<file path="src/hw/rtl/slsp_div.sv">
module slsp_div (
  input  logic        clk,
  input  logic        rst_n,
  input  logic        start,
  input  logic [48:0] num,
  input  logic [35:0] den,
  output logic        done,
  output logic [15:0] q
);

  logic        busy_r, busy_nxt;
  logic        done_r, done_nxt;
  logic [4:0]  cnt_r, cnt_nxt;
  logic [36:0] rem_r, rem_nxt;
  logic [16:0] low_r, low_nxt;
  logic [16:0] quo_r, quo_nxt;
  logic [35:0] den_r, den_nxt;
  logic [36:0] trial;

  assign trial = {rem_r[35:0], low_r[16]};

  // restoring divide; the quotient fits 17 bits so the top starts as remainder
  always_comb begin
    busy_nxt = busy_r;
    done_nxt = 1'b0;
    cnt_nxt  = cnt_r;
    rem_nxt  = rem_r;
    low_nxt  = low_r;
    quo_nxt  = quo_r;
    den_nxt  = den_r;
    if (start) begin
      busy_nxt = 1'b1;
      cnt_nxt  = '0;
      rem_nxt  = {5'd0, num[48:17]};
      low_nxt  = num[16:0];
      quo_nxt  = '0;
      den_nxt  = den;
    end else if (busy_r) begin
      low_nxt = {low_r[15:0], 1'b0};
      if (trial >= {1'b0, den_r}) begin
        rem_nxt = trial - {1'b0, den_r};
        quo_nxt = {quo_r[15:0], 1'b1};
      end else begin
        rem_nxt = trial;
        quo_nxt = {quo_r[15:0], 1'b0};
      end
      cnt_nxt = cnt_r + 5'd1;
      if (cnt_r == 5'd16) begin
        busy_nxt = 1'b0;
        done_nxt = 1'b1;
      end
    end
  end

  always_ff @(posedge clk) begin
    if (!rst_n) begin
      busy_r <= 1'b0;
      done_r <= 1'b0;
    end else begin
      busy_r <= busy_nxt;
      done_r <= done_nxt;
    end
    cnt_r <= cnt_nxt;
    rem_r <= rem_nxt;
    low_r <= low_nxt;
    quo_r <= quo_nxt;
    den_r <= den_nxt;
  end

  // saturate to Q0.16
  assign done = done_r;
  assign q    = quo_r[16] ? 16'hFFFF : quo_r[15:0];

endmodule

</file>
<file path="config.mk">
export PLATFORM = sky130hd
export DESIGN_NAME = slsp_div
export DESIGN_NICKNAME = d
export VERILOG_FILES = /design/src/hw/rtl/slsp_div.sv
export SDC_FILE = /design/constraint.sdc
export NUM_CORES = 1
export LEC_CHECK = 0
export BUFFER_PORTS_ARGS = -buffer_cell sky130_fd_sc_hd__clkbuf_2
export CAP_MARGIN = 15
export CORE_AREA = 2 2 161 163
export DETAILED_ROUTE_END_ITERATION = 16
export DIE_AREA = 0 0 163 165
export GPL_TIMING_DRIVEN = 0
export MAX_ROUTING_LAYER = met4
export SYNTH_ARGS = -nofsm -noshare
export SYNTH_HDL_FRONTEND = slang
export SYNTH_SLANG_ARGS = --single-unit
</file>
<file path="constraint.sdc">
create_clock -name clk -period 3.1 [get_ports clk]
set_clock_uncertainty 0.15 [all_clocks]
set_input_delay 0.62 -clock clk [delete_from_list [all_inputs] [get_ports clk]]
set_output_delay 0.62 -clock clk [all_outputs]
set_load 0.005 [all_outputs]
</file>
Word-level counts from Yosys, hierarchy flattened
Index checks and enable logic that the tools add are counted.

Bits in registers: 113. Input port bits: 88. Output and inout port bits: 17.

$add $sub $neg: 2. Magnitude comparators: 1. Eq/ne operators: 1. Muxes and demuxes: 11. Bitwise operators: 2. Reduce and logical (&&, ||, !) cells: 2.

Operators with widths (count): $mux 32 (2); $ge 37x36->1 (1); $mux 36 (1); $sub 36x36->36 (1); $mux 17 (2); $mux 16 (1); $add 5x1->5 const B (1); $eq 5x5->1 const B (1); $mux 1 (5); $reduce_or 3->1 (1); $not 1->1 (2); $reduce_bool 2->1 (1).

Logic depth before layout (Yosys ltp)
Gate-level depths: netlist (run 1).

Depth after elaboration: 4. Depth in mapped cells: 14. Gate-level depth less buffers: 12.

Worst setup path before layout (run 1)
Ideal clock, no wire load.

Path type: flip-flop to flip-flop. Start point: register rem_r[15]. End point: register rem_r[19] (data pin). Library setup time: 0.275 ns. Data arrival time: 2.656 ns. Path slack: 0.019 ns. Cell stages (with the launch flop): 13. Buffers on the path: 3. Cells stage by stage: edfxtp_1 -> ha_1 -> buf_2 -> nand2_1 -> or3_1 -> or3_1 -> a21o_1 -> a311oi_4 -> nor2_2 -> buf_4 -> clkbuf_1 -> nand3b_1 -> o311ai_1.

Word-level cells in the longest chain between the ends: 4. Elaborated cells on any way between the ends: 5.

Ends and longest elaborated chain: start: declaration (line 14) `logic [36:0] rem_r, rem_nxt;`; start signal: assignment (line 64) `rem_r <= rem_nxt;`; $sub 36x36->36 / $ge 37x36->1 (equally long branches) (line 41, 40); $mux 36 * (line 40) `if (trial >= {1'b0, den_r}) begin`; $mux 32 * (line 38) `end else if (busy_r) begin`; $mux 32 * (line 31) `if (start) begin`; via rem_nxt[19] (line 14).

The timed path passes the listed nets; every way through them passes the cells marked *. The select of a mux whose other input is x is not followed. A chain may end at the register's enable or synchronous reset.

Final worst setup path (run 1)
Start point: register rem_r[14]. End point: register rem_r[15] (data pin).

Same word-level chain as after synthesis.

==> flow_metrics.py, run 1 <==
metrics = {
    "floorplanning": {
        "fp.dieW_um": 163,
        "ios": 105,
        "dieArea_mm2": 0.02690,
        "initial_core_util": 0.2678,
        "rows": 58,
        "die_h_um": 165,
        "coreArea_mm2": 0.02504,
    },
    "synthesis": {
        "synth_area_leaders": "edfxtp_1 (38%), dfxtp_1 (8.4%), ha_1 (7.1%)",
        "ys_seq_area_frac": 0.4644,
        "synth-edff-count": 85,
        "syn_area_per_cell_um2": 10.24,
        "yosysTopAreaCell": "edfxtp_1",
        "ys.flop_type": "edfxtp_1",
        "synth_nets": 782,
        "async_flop_share": 0,
        "synth_area_mm2": 0.006704,
        "ys_ff_latch": 113,
        "synth_top_area_share": 0.3807,
        "synth_cell_types": 61,
        "syn_inst": 655,
        "ys_warn_count": 0,
    },
    "routing": {
        "drc": 0,
        "vias": 5496,
        "routed_wl_um": 18460,
        "drt_iter0_drc": 334,
        "routed_via_density": 4.787,
        "firstDrtPassIters": 5,
        "wire_per_inst_um": 16.08,
        "ant_nets": 0,
    },
    "grt": {
        "grt_pass1_wl_um": 29040,
        "grt_start_max_net_pins": 38,
        "antenna_found_initial": 0,
        "grt_pass1_vias": 5495,
        "grt_usage": 0.1450,
        "grt_overflow": 0,
    },
    "final_layout": {
        "n_fill_cell": 2513,
        "mostFrequentLayoutCells": "clkbuf_2 (104), edfxtp_1 (85), nand2_1 (47), nor2_1 (47), inv_1 (44)",
        "fin_area_mm2": 0.008984,
        "final_core_util": 0.3588,
        "drive_gt1_frac": 0.3252,
        "antenna_cells": 0,
        "syn_to_final_growth_pct": 34.01,
        "final_nets": 932,
        "final_common_cell": "clkbuf_2",
    },
    "power_and_ir_drop": {
        "power.internal_mw": 3.823,
        "seq_power_share": 0.342,
        "p_switching_mw": 1.718,
        "power_density_mw_per_mm2": 616.8,
        "combPwrFrac": 0.317,
        "clockPowerShare": 0.340,
        "p_sw_frac": 0.3101,
        "p_leak_nw": 3.739,
        "ir_drop_v": 0.0003890,
    },
    "setup_path": {
        "path_max_fanout": 10,
        "arrival_ns": 3.24,
        "endpoint_kind": "register",
        "startpoint_type": "register",
        "criticalPathCategory": "reg -> reg",
        "required_ns": 3.12,
    },
    "sta": {
        "max-slew-margin-rel": 0.5176,
        "drv_slew": 0,
        "worst_slack_ns": -0.1263,
        "max_clock_freq_ghz": 0.3100,
        "worst_pin_slew_ns": 0.7236,
        "setup_viol": 31,
        "layout_min_cycle_time_ns": 3.226,
        "whs_ns": 0.2209,
        "rsz0062_at_grt": "true",
        "finalHoldViolations": 0,
        "finalCritPeriodShare": 1.041,
    },
    "cts": {
        "cts_hold_buffers": 0,
        "path_clk_slew_ns": 0.06,
        "htreeDepth": 4,
        "cts.sinks": 113,
        "root_buffer": "clkbuf_16",
        "numCtsBuffers": 17,
        "cts_tree": "done",
        "cts_buffer_depth": 2,
        "insertion_delay_ns": 0.42,
    },
    "placement": {
        "io_buffers": 104,
        "gp_congestion": 0.8936,
        "placed_area_mm2": 0.007657,
        "preCtsSetupSlack_ns": -0.6052,
        "hpwlAfterDp_um": 13100,
    },
    "run": {
        "drv_cap": 0,
    },
    "min_path": {
        "hold_path.class": "in -> reg",
    },
    "run_status": {
        "failed_checks": "setup timing",
        "status": "complete, but fails checks",
    },
}
[critical path, stage by stage (launching register included)]
cell	delay (ns)
edfxtp_1	0.43
ha_4	0.29
buf_6	0.11
nand2_2	0.07
or3_4	0.39
or3_1	0.33
a21o_1	0.21
a311oi_4	0.28
nor2_4	0.13
clkbuf_4	0.25
a221o_1	0.34
[area by class of cell]
| type | count | area (um^2) | share of cell area |
|---|---|---|---|
| Buffer | 31 | 222.7 | 0.02479 |
| Clock buffer | 21 | 483.0 | 0.05376 |
| Clock inverter | 11 | 83.83 | 0.009331 |
| Inverter | 46 | 172.7 | 0.01922 |
| Multi-Input combinational cell | 463 | 3714 | 0.4134 |
| Sequential cell | 113 | 3113 | 0.3465 |
| Tap cell | 330 | 412.9 | 0.04596 |
| Timing Repair Buffer | 133 | 782.0 | 0.08705 |
[power groups by stage]
stage          logic [mW]  clock network, mW  registers [mW]
5_1_grt              1.94               1.99            1.91
3_3_place_gp         1.35                  0            1.90
4_1_cts              1.56               1.93            1.89
3_5_place_dp         1.37                  0            1.91
6_report             1.76               1.89            1.90
2_1_floorplan        1.02                  0            1.88
[Yosys cell counts, types with 6 or more instances]
| library cell | instances |
|---|---|
| xnor2_1 | 13 |
| mux2i_1 | 21 |
| o311ai_1 | 20 |
| dfxtp_1 | 28 |
| clkbuf_1 | 26 |
| ha_1 | 38 |
| nor2_1 | 48 |
| nand2_1 | 50 |
| nand3b_1 | 21 |
| edfxtp_1 | 85 |
| a21o_1 | 20 |
| mux2_2 | 18 |
| o21a_1 | 6 |
| nand3_1 | 11 |
| o21bai_1 | 7 |
| xor2_1 | 20 |
| a211oi_1 | 6 |
| nor2b_1 | 12 |
| a31oi_1 | 6 |
| or2_2 | 16 |
| nand4_1 | 7 |
| o21ai_0 | 26 |
| a21oi_1 | 36 |
| inv_1 | 46 |
[routing by layer]
layer | global-route usage | part of all wire | vias up
li1 | - | - | 2703
met1 | 0.1882 | 0.48 | 2616
met2 | 0.2207 | 0.45 | 142
met3 | 0.02737 | 0.043 | 35
met4 | 0.06396 | 0.030 | 0
met5 | - | 0 | -
[kinds of logic (layout without fill, tap and decap cells)]
logic type,count (synthesis),in the layout,synth area share
AOI/OAI and AO/OA,159,159,0.1639
muxes,39,39,0.06159
buffers and inverters,79,242,0.04573
adders and majority gates,39,39,0.07391
xor gates and xnor gates,33,33,0.04311
DFF,113,113,0.4644
and+or+nand+nor,193,193,0.1474
[per-stage QoR]
stage / total power [mW] / setup TNS, ns / cells
2_1_floorplan: 2.908 / 0 / 655
3_3_place_gp: 3.259 / -105.57 / 1089
3_5_place_dp: 3.272 / -53.82 / 1090
4_1_cts: 5.383 / -1.395 / 1135
5_1_grt: 5.843 / -5.290 / 1148
6_report: 5.541 / -2.178 / 1148
[sequential cells by signal, summed over array words and instances (netlist names)]
register / count
done: 1
low_r: 17
rem_r: 36
den_r: 36
cnt_r: 5
busy_r: 1
quo_r: 17
[worst paths after layout]
path	from	to	slack, ns	depth (start not counted)
hold / removal	den[2]	den_r[2]$_DFFE_PP_	0.22	1
hold reg to reg	rem_r[35]$_SDFFE_PP0P_	rem_r[35]$_SDFFE_PP0P_	0.35	1
setup reg to reg	rem_r[14]$_DFFE_PP_	rem_r[15]$_DFFE_PP_	-0.13	10
setup / recovery	rem_r[14]$_DFFE_PP_	rem_r[15]$_DFFE_PP_	-0.13	10
[timing repair]
item | 4_1_cts | 5_1_grt
pin swaps | 16 | 24
gates resized for setup | 53 | 52
gates cloned | 0 | 2
buffers inserted | 13 | 13
endpoints found under the setup margin | 93 | 50
(Power assumes the default switching activity.)
==> run 2, diff against run 1 <==
CAP_MARGIN = unset   (was 15)
CORE_AREA = 2 2 117 119   (was 2 2 161 163)
DIE_AREA = 0 0 119 121   (was 0 0 163 165)
PLACE_DENSITY = 0.76   (was unset)
==> flow_metrics.py, run 2 (synthesis gave the netlist of run 1 again) <==
metrics = {
    "grt": {
        "antenna_found_initial": 0,
        "grt_start_max_net_pins": 38,
        "grt_usage": 0.2735,
        "grt_pass1_wl_um": 29680,
        "grt_pass1_vias": 5955,
        "grt_overflow": 0,
    },
    "power_and_ir_drop": {
        "ir_drop_v": 0.0004835,
        "p_total_mw": 6.056,
        "power_density_mw_per_mm2": 654.6,
        "p_leak_nw": 3.910,
    },
    "routing": {
        "dr.max_layer_used": "met4",
        "vias": 5998,
        "firstDrtPassIters": 5,
        "wire_per_inst_um": 19.45,
        "met1_length_um": 7914,
        "drc": 0,
        "route.met2.wl_um": 9559,
        "wl_met3_um": 1313,
        "ant_nets": 0,
        "drt_iter0_drc": 590,
        "routed_wl_um": 19650,
        "routed_via_density": 5.939,
    },
    "final_layout": {
        "final_nets": 948,
        "final_common_cell": "clkbuf_2",
        "n_fill_cell": 864,
        "largest_registers": "den_r x36, rem_r x36",
        "mostFrequentLayoutCells": "clkbuf_2 (103), edfxtp_1 (85), nand2_1 (46), nor2_1 (46), inv_1 (44)",
        "syn_to_final_growth_pct": 38.02,
        "seq_area_mm2": 0.003113,
        "drive_gt1_frac": 0.3669,
        "final_core_util": 0.7071,
        "antenna_cells": 0,
        "multi_input_area_mm2": 0.003897,
    },
    "floorplanning": {
        "initial_core_util": 0.5123,
        "dieArea_mm2": 0.01440,
        "rows": 42,
        "coreArea_mm2": 0.01309,
        "ios": 105,
        "die_h_um": 121,
        "fp.dieW_um": 119,
    },
    "setup_path": {
        "startpoint_type": "register",
        "cp_common_cell": "buf_4",
        "path_max_fanout": 5,
        "reg2reg_depth": 16,
        "cp_slowest_cell": "or4_4",
        "crit_start": "rem_r[2]$_DFFE_PP_",
        "critical_path_buf_inv_count": 8,
        "crit_family": "simple AND/OR/NAND/NOR gates",
        "slowest_delay_ns": 0.53,
        "endpoint_kind": "register",
        "cp_cell_sequence": "ha_4 -> nand4_1 -> or2_1 -> or4_4 -> o31ai_4 -> buf_4 -> buf_4 -> buf_4 -> buf_4 -> buf_4 -> buf_4 -> buf_4 -> buf_4 -> o21a_1 -> o31a_1 -> a22o_1",
        "required_ns": 3.32,
        "regToRegStartpoint": "rem_r[2]$_DFFE_PP_",
        "endpoint": "rem_r[35]$_SDFFE_PP0P_",
        "r2r_slack_ns": -0.18,
        "arrival_ns": 3.50,
        "criticalPathCategory": "reg -> reg",
        "timing.rr.end": "rem_r[35]$_SDFFE_PP0P_",
        "cp.depth": 16,
    },
    "cts": {
        "cts_hold_buffers": 0,
        "cts_tree": "done",
        "cts.sinks": 113,
        "path_clk_slew_ns": 0.05,
        "root_buffer": "clkbuf_16",
        "htreeDepth": 4,
        "insertion_delay_ns": 0.43,
        "numCtsBuffers": 17,
        "cts_buffer_depth": 2,
    },
    "sta": {
        "setup_viol": 34,
        "rsz0062_at_grt": "true",
        "max-slew-margin-rel": 0.4881,
        "layout_min_cycle_time_ns": 3.279,
        "worst_pin_slew_ns": 0.7678,
        "final.setup.tns_ns": -2.137,
        "drv_slew": 0,
        "finalHoldViolations": 0,
        "worst_slack_ns": -0.1786,
        "finalCritPeriodShare": 1.058,
        "max_clock_freq_ghz": 0.3050,
        "whs_ns": 0.2164,
    },
    "placement": {
        "preCtsSetupSlack_ns": -0.7599,
        "io_buffers": 104,
        "hpwlAfterDp_um": 11850,
        "gp_congestion": 0.9536,
    },
    "min_path": {
        "hold_path.class": "in -> reg",
    },
    "run_status": {
        "status": "complete, but fails checks",
        "failed_checks": "setup timing",
    },
    "run": {
        "drv_cap": 0,
    },
}
[run 2: cell count changes in the layout (fill, tap and decap cells not counted), moves of 3 or more]
| cell | delta |
|---|---|
| clkbuf_16 | +3 |
| buf_12 | +3 |
| ha_1 | -4 |
| clkbuf_8 | +6 |
| clkinv_2 | -6 |
| ha_4 | +5 |
| o311ai_2 | +7 |
| buf_4 | +13 |
| o21ai_1 | -3 |
| o311ai_1 | -7 |
[run 2: worst register-to-register path: stages, from the launching register on]
cell	delay (ns)
edfxtp_1	0.44
ha_4	0.33
nand4_1	0.13
or2_1	0.27
or4_4	0.53
o31ai_4	0.21
buf_4	0.15
buf_4	0.10
buf_4	0.09
buf_4	0.09
buf_4	0.09
buf_4	0.09
buf_4	0.09
buf_4	0.09
o21a_1	0.11
o31a_1	0.14
a22o_1	0.13
[run 2: power by group]
group	switching (mW)	internal [mW]
Sequential	0.0989	1.81
Combinational	1.08	0.947
Clock	0.696	1.42
[run 2: worst min-delay path by stage]
stage                                   endpoint                    from  cells past startpoint
final                        den_r[34]$_DFFE_PP_                 den[34]                      1
after global routing         den_r[20]$_DFFE_PP_                 den[20]                      1
after CTS                    den_r[34]$_DFFE_PP_                 den[34]                      1
after global placement    rem_r[35]$_SDFFE_PP0P_  rem_r[35]$_SDFFE_PP0P_                      1
after floorplan           rem_r[35]$_SDFFE_PP0P_  rem_r[35]$_SDFFE_PP0P_                      1
after detailed placement  rem_r[35]$_SDFFE_PP0P_  rem_r[35]$_SDFFE_PP0P_                      1
[run 2: per-layer routing]
metal | global-route usage | up-vias
li1 | - | 2731
met1 | 0.3275 | 2876
met4 | 0.09896 | 0
met5 | - | -
met2 | 0.4479 | 307
met3 | 0.07237 | 84
[run 2: final cells by class]
type,count,area share
plain buffers,27,0.02028
clock buffers,30,0.07045
clock inverters,2,0.001623
inverters,46,0.01893
multi-input cells,463,0.4212
flip-flops and latches,113,0.3364
well taps,176,0.02380
repair buffers,153,0.1072
[run 2: stage by stage]
step                std cells  instance area [um^2]
global route             1010                  9253
detailed placement        936                  7465
finish                   1010                  9253
floorplan                 655                  6704
global placement          935                  7445
CTS                       998                  8847
[run 2: timing repair]
action	in CTS	in global routing
gates cloned	3	1
buffers inserted	28	17
resized for setup	80	57
setup endpoints to repair	85	37
pin swaps	16	36
hold endpoints to repair	0	0
